[config.mk]
export PLATFORM = sky130hd
export DESIGN_NAME = sprite_rle_row_decoder
export DESIGN_NICKNAME = d
export VERILOG_FILES = /design/src/srd_pkg.sv /design/src/srd_in_reg.sv /design/src/srd_core.sv /design/src/sprite_rle_row_decoder.sv
export SDC_FILE = /design/constraint.sdc
export NUM_CORES = 1
export LEC_CHECK = 0
export BUFFER_PORTS_ARGS = -buffer_cell sky130_fd_sc_hd__buf_2
export CAP_MARGIN = 5
export CORE_ASPECT_RATIO = 0.8
export CORE_MARGIN = 5
export CORE_UTILIZATION = 45
export CTS_BUF_LIST = sky130_fd_sc_hd__clkbuf_4 sky130_fd_sc_hd__clkbuf_8
export DETAILED_ROUTE_END_ITERATION = 12
export PLACE_DENSITY_LB_ADDON = 0.1
export SLEW_MARGIN = 15
export SYNTH_ARGS = -nofsm -noshare
export SYNTH_HDL_FRONTEND = slang
export SYNTH_SLANG_ARGS = --single-unit
[constraint.sdc]
create_clock -name clk -period 3.84 [get_ports clk]
set_input_delay 0.768 -clock clk [delete_from_list [all_inputs] [get_ports clk]]
set_output_delay 0.768 -clock clk [all_outputs]
set_load 0.1 [all_outputs]
[src/srd_pkg.sv]
// Shared types and constants for the sprite run-length row decoder.
// No dependencies.
package srd_pkg;

  localparam int MaxSideDefault = 4096;
  localparam int PosW           = 13;
  localparam int OutW           = 12;
  localparam int ByteW          = 8;
  localparam int HdrW           = 24;

  typedef enum logic [1:0] {
    KIND_PIXEL     = 2'd0,
    KIND_IMAGE_END = 2'd1,
    KIND_BAD_SIZE  = 2'd2,
    KIND_DROPPED   = 2'd3
  } result_kind_t;

  typedef enum logic {
    CFG_END_IMAGE = 1'b0,
    CFG_END_ROW   = 1'b1
  } cfg_index_t;

  typedef struct packed {
    logic [ByteW-1:0] data_byte;
    logic             record_start;
  } srd_item_t;

endpackage

[src/srd_in_reg.sv]
// Input register stage for the sprite decoder: holds one accepted transaction.
// Depends on srd_pkg.
module srd_in_reg (
  input  logic              clk,
  input  logic              rst,
  input  logic              in_valid,
  output logic              in_ready,
  input  srd_pkg::srd_item_t in_item,
  output logic              held_valid,
  output srd_pkg::srd_item_t held_item,
  input  logic              take
);
  import srd_pkg::*;

  logic held_valid_next;

  assign in_ready = !held_valid || take;

  always_comb begin
    held_valid_next = held_valid;
    if (in_valid && in_ready) begin
      held_valid_next = 1'b1;
    end else if (take) begin
      held_valid_next = 1'b0;
    end
  end

  always_ff @(posedge clk) begin
    if (rst) begin
      held_valid <= 1'b0;
    end else begin
      held_valid <= held_valid_next;
    end
    if (in_valid && in_ready) begin
      held_item <= in_item;
    end
  end

endmodule

[src/srd_core.sv]
// Decode state machine and result register for the sprite decoder.
// Depends on srd_pkg.
module srd_core #(
  parameter int MAX_SIDE = srd_pkg::MaxSideDefault
) (
  input  logic                        clk,
  input  logic                        rst,
  input  logic                        cfg_we,
  input  logic                        cfg_index,
  input  logic [srd_pkg::ByteW-1:0]   cfg_data,
  input  logic                        item_valid,
  input  srd_pkg::srd_item_t          item,
  output logic                        take,
  output logic                        out_valid,
  input  logic                        out_ready,
  output logic [1:0]                  result_kind,
  output logic [srd_pkg::OutW-1:0]    pixel_x,
  output logic [srd_pkg::OutW-1:0]    pixel_y,
  output logic [srd_pkg::ByteW-1:0]   color_index
);
  import srd_pkg::*;

  typedef enum logic [2:0] {
    PH_IDLE   = 3'd0,
    PH_HEADER = 3'd1,
    PH_CMD    = 3'd2,
    PH_COUNT  = 3'd3,
    PH_PIXELS = 3'd4
  } phase_t;

  localparam logic [31:0] MaxSideW = 32'(MAX_SIDE);

  function automatic logic [PosW-1:0] sat_add(input logic [PosW-1:0] a,
                                              input logic [ByteW-1:0] b);
    logic [PosW:0] s;
    s = {1'b0, a} + {{(PosW + 1 - ByteW){1'b0}}, b};
    return s[PosW] ? {PosW{1'b1}} : s[PosW-1:0];
  endfunction

  function automatic logic [OutW-1:0] clip_out(input logic [PosW-1:0] v);
    return v[PosW-1] ? {OutW{1'b1}} : v[OutW-1:0];
  endfunction

  phase_t             phase, phase_next, ph;
  logic [3:0]         header_count, header_count_next, hc;
  logic [HdrW-1:0]    header_word, header_word_next, hw;
  logic [PosW-1:0]    image_width, image_width_next;
  logic [PosW-1:0]    image_height, image_height_next;
  logic [PosW-1:0]    column, column_next;
  logic [PosW-1:0]    row, row_next;
  logic [ByteW-1:0]   pixels_left, pixels_left_next;
  logic [ByteW-1:0]   end_image_code, end_row_code;
  logic               out_valid_next;
  logic [1:0]         result_kind_next;
  logic [OutW-1:0]    pixel_x_next, pixel_y_next;
  logic [ByteW-1:0]   color_index_next;
  logic               emit;
  logic [ByteW-1:0]   b;
  logic [1:0]         pos;
  logic [31:0]        full_word;
  logic               side_ok;
  logic               in_bounds;

  assign take = item_valid && (!out_valid || out_ready);
  assign b    = item.data_byte;
  assign ph   = item.record_start ? PH_HEADER : phase;
  assign hc   = item.record_start ? 4'd0 : header_count;
  assign hw   = item.record_start ? '0 : header_word;
  assign pos  = hc[1:0];
  assign full_word = {b, hw};
  assign side_ok   = (full_word != 32'd0) && (full_word <= MaxSideW);
  assign in_bounds = (column < image_width) && (row < image_height);

  always_comb begin
    phase_next        = phase;
    header_count_next = header_count;
    header_word_next  = header_word;
    image_width_next  = image_width;
    image_height_next = image_height;
    column_next       = column;
    row_next          = row;
    pixels_left_next  = pixels_left;
    emit              = 1'b0;
    result_kind_next  = result_kind;
    pixel_x_next      = pixel_x;
    pixel_y_next      = pixel_y;
    color_index_next  = color_index;

    if (take) begin
      unique case (ph)
        PH_HEADER: begin
          phase_next = PH_HEADER;
          unique case (pos)
            2'd0: header_word_next = {{(HdrW - ByteW){1'b0}}, b};
            2'd1: header_word_next = {hw[HdrW-1:16], b, hw[7:0]};
            2'd2: header_word_next = {b, hw[15:0]};
            2'd3: header_word_next = hw;
            default: header_word_next = hw;
          endcase
          if (hc == 4'd3) begin
            image_width_next = side_ok ? full_word[PosW-1:0] : '0;
          end
          if (hc == 4'd7) begin
            image_height_next = side_ok ? full_word[PosW-1:0] : '0;
          end
          if (hc == 4'd15) begin
            header_count_next = 4'd0;
            column_next       = '0;
            row_next          = '0;
            pixels_left_next  = '0;
            if ((image_width == '0) || (image_height == '0)) begin
              phase_next       = PH_IDLE;
              emit             = 1'b1;
              result_kind_next = KIND_BAD_SIZE;
              pixel_x_next     = '0;
              pixel_y_next     = '0;
              color_index_next = '0;
            end else begin
              phase_next = PH_CMD;
            end
          end else begin
            header_count_next = hc + 4'd1;
          end
        end
        PH_CMD: begin
          if (b == end_image_code) begin
            phase_next       = PH_IDLE;
            emit             = 1'b1;
            result_kind_next = KIND_IMAGE_END;
            pixel_x_next     = '0;
            pixel_y_next     = '0;
            color_index_next = '0;
          end else if (b == end_row_code) begin
            column_next = '0;
            row_next    = sat_add(row, 8'd1);
          end else begin
            column_next = sat_add(column, b);
            phase_next  = PH_COUNT;
          end
        end
        PH_COUNT: begin
          pixels_left_next = b;
          phase_next       = (b == '0) ? PH_CMD : PH_PIXELS;
        end
        PH_PIXELS: begin
          emit             = 1'b1;
          result_kind_next = in_bounds ? KIND_PIXEL : KIND_DROPPED;
          pixel_x_next     = clip_out(column);
          pixel_y_next     = clip_out(row);
          color_index_next = b;
          column_next      = sat_add(column, 8'd1);
          pixels_left_next = pixels_left - 8'd1;
          if (pixels_left_next == '0) begin
            phase_next = PH_CMD;
          end
        end
        default: begin
          phase_next = PH_IDLE;
        end
      endcase
    end

    if (take && emit) begin
      out_valid_next = 1'b1;
    end else if (out_ready) begin
      out_valid_next = 1'b0;
    end else begin
      out_valid_next = out_valid;
    end
  end

  always_ff @(posedge clk) begin
    if (rst) begin
      phase          <= PH_IDLE;
      header_count   <= '0;
      header_word    <= '0;
      image_width    <= '0;
      image_height   <= '0;
      column         <= '0;
      row            <= '0;
      pixels_left    <= '0;
      end_image_code <= 8'd255;
      end_row_code   <= 8'd254;
      out_valid      <= 1'b0;
    end else begin
      phase        <= phase_next;
      header_count <= header_count_next;
      header_word  <= header_word_next;
      image_width  <= image_width_next;
      image_height <= image_height_next;
      column       <= column_next;
      row          <= row_next;
      pixels_left  <= pixels_left_next;
      out_valid    <= out_valid_next;
      if (cfg_we) begin
        unique case (cfg_index)
          CFG_END_IMAGE: end_image_code <= cfg_data;
          CFG_END_ROW:   end_row_code   <= cfg_data;
          default:       end_row_code   <= end_row_code;
        endcase
      end
    end
    result_kind <= result_kind_next;
    pixel_x     <= pixel_x_next;
    pixel_y     <= pixel_y_next;
    color_index <= color_index_next;
  end

endmodule

[src/sprite_rle_row_decoder.sv]
// Sprite run-length row decoder: one record byte per transaction in, at most one result out.
// The byte enters the input register and its result the result register once the
// result slot is free. A stalled result holds the core.
// Throughput: one byte per cycle unless a result stalls; one input and one result register.
// Reset: synchronous; decoder idles until a record start, end codes return to 255 and 254.
// Depends on srd_pkg, srd_in_reg and srd_core.
module sprite_rle_row_decoder #(
  parameter int MAX_SIDE = srd_pkg::MaxSideDefault
) (
  input  logic                      clk,
  input  logic                      rst,
  input  logic                      cfg_we,
  input  logic                      cfg_index,
  input  logic [srd_pkg::ByteW-1:0] cfg_data,
  input  logic                      in_valid,
  output logic                      in_ready,
  input  logic [srd_pkg::ByteW-1:0] data_byte,
  input  logic                      record_start,
  output logic                      out_valid,
  input  logic                      out_ready,
  output logic [1:0]                result_kind,
  output logic [srd_pkg::OutW-1:0]  pixel_x,
  output logic [srd_pkg::OutW-1:0]  pixel_y,
  output logic [srd_pkg::ByteW-1:0] color_index
);
  import srd_pkg::*;

  srd_item_t in_item;
  srd_item_t held_item;
  logic      held_valid;
  logic      take;

  assign in_item.data_byte    = data_byte;
  assign in_item.record_start = record_start;

  srd_in_reg u_in_reg (
    .clk        (clk),
    .rst        (rst),
    .in_valid   (in_valid),
    .in_ready   (in_ready),
    .in_item    (in_item),
    .held_valid (held_valid),
    .held_item  (held_item),
    .take       (take)
  );

  srd_core #(
    .MAX_SIDE (MAX_SIDE)
  ) u_core (
    .clk         (clk),
    .rst         (rst),
    .cfg_we      (cfg_we),
    .cfg_index   (cfg_index),
    .cfg_data    (cfg_data),
    .item_valid  (held_valid),
    .item        (held_item),
    .take        (take),
    .out_valid   (out_valid),
    .out_ready   (out_ready),
    .result_kind (result_kind),
    .pixel_x     (pixel_x),
    .pixel_y     (pixel_y),
    .color_index (color_index)
  );

endmodule

======== Word level (Yosys, flattened, before mapping) ========
Index checks and enable logic that the tools add are counted.
storage, ports and cells
  output and inout bits ................... 36
  bits in registers ....................... 152
  logic and storage cells ................. 127
  input bits .............................. 23
cells by class
  add/sub/neg operators ................... 5
  reductions and logical operators ........ 31
  equality and inequality tests ........... 19
  order comparisons ....................... 3
  mux-type cells .......................... 50
  bitwise logic cells ..................... 1
operators with widths
  cell                     number
  $mux W13                 9
  $pmux W24 S4             1
  $pmux W12 S3             2
  $mux W12                 5
  $pmux W8 S3              2
  $pmux W13 S3             1
  $le A32 B13 Y1 const B   1
  $mux W8                  4
  $reduce_bool A32 Y1      1
  $add A13 B1 Y14 const B  2
  $logic_not A13 Y1        2
  $lt A13 B13 Y1           2
  $pmux W13 S2             1
  $mux W24                 1
  $mux W3                  6
  $eq A8 B8 Y1             2
  $logic_not A8 Y1         2
  $add A13 B8 Y14          1
  $pmux W3 S4              1
  $reduce_and A3 Y1        4
  $mux W2                  5
  $ne A2 B1 Y1 const B     5
  $reduce_and A5 Y1        2
  $mux W1                  8
  other kinds (24)         39

======== Longest topological paths before layout ========
  depth in word-level cells ............... 8
  mapped depth ............................ 11
  gate-level depth less buffers ........... 9

======== Hierarchy ========
A second synthesis with hierarchy kept.
second synthesis, totals
  cells, all modules ...................... 905
  area total of the unflattened synthesis .. 8021.4 um2
by module, submodules not included
  module      sequential area each (um2)  instances  area an instance (um2)  cells each
  srd_core    3183.1                      1          7696.1                  891
  srd_in_reg  290.3                       1          325.3                   14

======== Least setup slack after synthesis ========
OpenSTA, ideal clock, no wires.
  path type ............................... register to register
  start ................................... register u_in_reg.held_item[0] (netlist name)
  end ..................................... register u_core.color_index[0] (netlist name), enable pin
  clock period less this slack ............ 3.746 ns
  slack ................................... 0.094 ns
  arrival ................................. 3.321 ns
  stages on the path, launching flop included .. 10
  buffers on the path ..................... 2
  data required time ...................... 3.415 ns
  setup time .............................. 0.425 ns
  cells stage by stage .................... edfxtp_1 clkbuf_1 nand2b_1 inv_1 ha_1 clkbuf_1 nand4b_1 a21boi_0 nand3_1 nor2_1
on the way
  word-level cells in the longest chain between the ends .. 4
  elaborated cells between the ends (all ways) .. 11
  those cells by class .................... eq/ne: 7; mux: 2; reduce/logical: 2
RTL lines
  what                                                          RTL line                        source
  $mux W4 or $mux W3 (tied branches)                            srd_core.sv:67, srd_core.sv:66
  $eq A4 B4 Y1 (tied with other cells)                          srd_core.sv:106                 if (hc == 4'd15) begin
  $ne A2 B1 Y1 (no line) or $reduce_bool A3 Y1 (tied branches)  --
  $reduce_and A5 Y1 (no line) *                                 --
  end signal: assignment                                        srd_core.sv:206                 color_index <= color_index_next;
  end: declaration                                              srd_core.sv:19                  output logic [srd_pkg::ByteW-1:0] color_index
Every way passes the cells marked *; elsewhere a longest branch is shown, timed or not.
A chain may end at the register's enable or synchronous reset.

======== Final worst setup path ========
  start ................................... register u_in_reg.held_item[0] (netlist name)
  end ..................................... register u_core.row[3]
on the way
  word-level cells in the longest chain between the ends .. 4
  elaborated cells between the ends (all ways) .. 11
  those cells by class .................... eq/ne: 6; mux: 3; reduce/logical: 2
RTL lines
  what                                            RTL line                        source
  $mux W4 or $mux W3 (tied branches)              srd_core.sv:67, srd_core.sv:66
  $eq A4 B4 Y1 (tied with other cells)            srd_core.sv:106
  $ne A2 B1 Y1 (no line) (tied with other cells)  --
  $reduce_and A5 Y1 (no line)                     --
  end signal: assignment                          srd_core.sv:192                 row <= row_next;
  end: declaration                                srd_core.sv:50                  logic [PosW-1:0] row, row_next;
Several ways; a longest one is shown, not always the timed one.

==> results_dict.tcl <==
set metrics [dict create \
    netlist_area_um2 8040 \
    post_cts_buffers 0 \
    die_w_um 159 \
    setup_viol 0 \
    clock_skew_ns 0.0165 \
    via_per_inst 5.74 \
    multi_input_area_um2 4220 \
    power_frac_clock 0.395 \
    start_kind "flip-flop" \
    drt_iter0_drc 573 \
    clkTransAtPathRegs_ns 0.08 \
    p_sw_frac 0.256 \
    dieArea_um2 20700 \
    max_slew_margin 0.464 \
    cts_hold_buf 0 \
    ys_types 74 \
    power.switching_mw 0.809 \
    crit_start "u_in_reg.held_item[0]$_DFFE_PP_" \
    start_util 0.461 \
    cts-root-buf "clkbuf_8" \
    htreeDepth 4 \
    required_ns 4.15 \
    seq_area_um2 3470 \
    postSynthAreaPerCell_um2 8.72 \
    fin_nets 1025 \
    drive_above_1_share 0.129 \
    setup_ws_ns 0.877 \
    wl_um 21900 \
    fin_crit_sh 0.772 \
    ant_nets 0 \
    grt_pass1_wl_um 35600 \
    core_area_um2 17400 \
    ctsResizeCount 0 \
    muxShareOfSynthArea 0.00249 \
    p_comb_frac 0.064 \
    synth_adder_area_share 0.0647 \
    cts_sinks 152 \
    internal_power_mw 2.35 \
    synth_xor_area_frac 0.0272 \
    layout_min_cycle_time_ns 2.96 \
    synth_seq_cells 152 \
    tightest_slew_ns 0.803 \
    cp-end-kind "flip-flop" \
    ys_warn_count 0 \
    tritoncts "yes" \
    synth_top_flop_cell "dfxtp_1" \
    critical_path_class "flip-flop to flip-flop" \
    row_count 43 \
    dp_hpwl_um 15500 \
    seqPwrFrac 0.541 \
    power_density_nw_per_um2 355 \
    globalRouteOverflowTotal 0 \
    track_usage 0.214 \
    cellLeakagePower_nw 3.28 \
    peakVddDrop_mv 0.208 \
    drc_errors 0 \
    synth-simple-area-share 0.227 \
    grt_pass1_vias 6586 \
    tns_ns 0 \
    die_h_um 130 \
    pre_cts_ws_ns 0.923 \
    slew_viol_final 0 \
    hold_viol 0 \
    crit_arrival_ns 3.27 \
    syn_to_final_growth_pct 10.7 \
    num_antenna_cells 0 \
    antenna_found_initial 0 \
    numCtsBuffers 17 \
    critPathMaxFanout 10 \
    ys_seq_area_frac 0.432 \
    drtPass1Iterations 5 \
    cts_buffer_depth 2 \
    grt_max_degree 42 \
    finalPower_mw 3.16 \
    avgRoutedWirePerCell_um 18.2 \
    hold_class "flip-flop to flip-flop" \
    fillers 1692 \
    io_buffers 58 \
    rsz0062_at_grt "no" \
    vias 6877 \
    finalWeightedCongestion 0.875 \
    synth_nets 986 \
    clk_latency_ns 0.46 \
    netlist_instances 922 \
    synth_edf_count 43 \
    drv_cap 0 \
    synth_compound_area_frac 0.202 \
    status "completed" \
    io_pins 59 \
    synth_top_family_by_area "simple AND/OR/NAND/NOR gates" \
    synth-async-reset-ratio 0 \
    fmax_mhz 337 \
    hp-start "u_core.end_row_code[0]$_SDFFE_PP0P_" \
    worstReg2RegStart "u_in_reg.held_item[0]$_DFFE_PP_" \
]
-- Yosys cell counts, drive strengths merged (12+ instances only) --
cell      n  area (µm²)
o21ai    63         323
and2     12        75.1
a21oi    56         284
nor3     18         118
nand4    13        81.3
a22oi    29         218
nand2    81         307
buf      16        76.3
edfxtp   43        1290
ha       40         500
dfxtp   109        2180
nand3    53         265
inv      40         150
a22o     19         166
nor4     15         115
clkbuf   35         133
nor2    121         457
xnor2    14         123
-- cells in the final DEF (no fill, tap or decap), types with 5 or more instances in the layout --
| cell | Yosys | routed |
|---|---|---|
| and4_1 | 7 | 7 |
| o31ai_1 | 6 | 6 |
| a21oi_1 | 55 | 55 |
| ha_1 | 40 | 40 |
| nand2_1 | 80 | 80 |
| and3_1 | 5 | 5 |
| edfxtp_1 | 43 | 43 |
| buf_4 | 1 | 13 |
| nor3_1 | 15 | 15 |
| clkbuf_8 | 0 | 18 |
| inv_1 | 40 | 40 |
| nor2_1 | 120 | 119 |
| nand4_1 | 13 | 13 |
| o21a_1 | 5 | 5 |
| xor2_1 | 11 | 11 |
| xnor2_1 | 14 | 14 |
| nand2b_1 | 10 | 10 |
| a22o_1 | 19 | 19 |
| a31oi_1 | 7 | 7 |
| dfxtp_1 | 109 | 109 |
| buf_2 | 10 | 58 |
| o21ai_0 | 45 | 45 |
| nor4_1 | 13 | 13 |
| o211ai_1 | 10 | 10 |
| a22oi_1 | 29 | 29 |
| a21o_1 | 10 | 10 |
| nor2b_1 | 5 | 5 |
| nand3_1 | 53 | 53 |
| o21ai_1 | 16 | 16 |
| a211oi_1 | 11 | 11 |
| and2_1 | 12 | 12 |
| or4_1 | 6 | 6 |
-- power by group through the flow --
stage / sequential (mW) / combinational (mW) / clock, mW
floorplan: 1.74 / 0.134 / 0
global placement: 1.74 / 0.201 / 0
detailed placement: 1.75 / 0.202 / 0
CTS: 1.71 / 0.203 / 1.28
global route: 1.71 / 0.222 / 1.35
finish: 1.71 / 0.203 / 1.25
-- path summary, 6_finish.rpt --
path | depth (start not counted) | slack (ns) | endpoint
worst max register to register | 8 | 0.88 | u_core.row[3]$_SDFFE_PP0P_
worst min-delay path | 2 | 0.48 | u_core.end_row_code[0]$_SDFFE_PP0P_
worst min register to register | 2 | 0.48 | u_core.end_row_code[0]$_SDFFE_PP0P_
worst max-delay path | 8 | 0.88 | u_core.row[3]$_SDFFE_PP0P_
-- layer usage --
layer  up-vias  share of wire  track usage
li1       3428              -            -
met1      3234           0.49        0.301
met2       195           0.44        0.338
met3        20          0.052       0.0448
met4         0          0.013       0.0582
met5         -              0            0
-- cells by family after synthesis --
logic type	after synthesis
flip-flops	152
AO/OA/AOI/OAI	245
XOR/XNOR	25
multiplexers	2
AND/OR/NAND/NOR	366
adder cells (fa/ha/maj)	41
buffers and inverters	91
-- critical path, cell delays in order, from the launching register on --
cell and delay, ns:
edfxtp_1 0.40, nand2b_1 0.20, inv_1 0.13, ha_1 0.32, nand4b_1 0.32, a21o_1 0.38, or4_1 0.78, o21ai_1 0.21
a21oi_1 0.08
-- state kept, by name, summed over array words and instances, names as in the netlist, 9 cells and up --
register,flops
u_in_reg.held_item,9
u_core.image_width,13
u_core.pixel_x,12
u_core.header_word,24
u_core.pixel_y,12
u_core.column,13
u_core.image_height,13
u_core.row,13
-- final cells by class --
class,instances,area share
clock buffer,21,0.0304
timing repair buffer,71,0.0436
sequential,152,0.390
tap,225,0.0316
clock inverter,11,0.0136
inverter,40,0.0169
multi-input combinational,679,0.474
-- stage by stage --
step           instances  cell area [µm²]  hold WS [ns]  utilization
2_1_floorplan        922             8040         0.444            -
3_3_place_gp        1167             8510         0.467        0.488
3_5_place_dp        1167             8510         0.471        0.488
4_1_cts             1199             8900         0.454        0.511
5_1_grt             1199             8900         0.444        0.511
6_report            1199             8900         0.477        0.511
(Power assumes the default switching activity.)
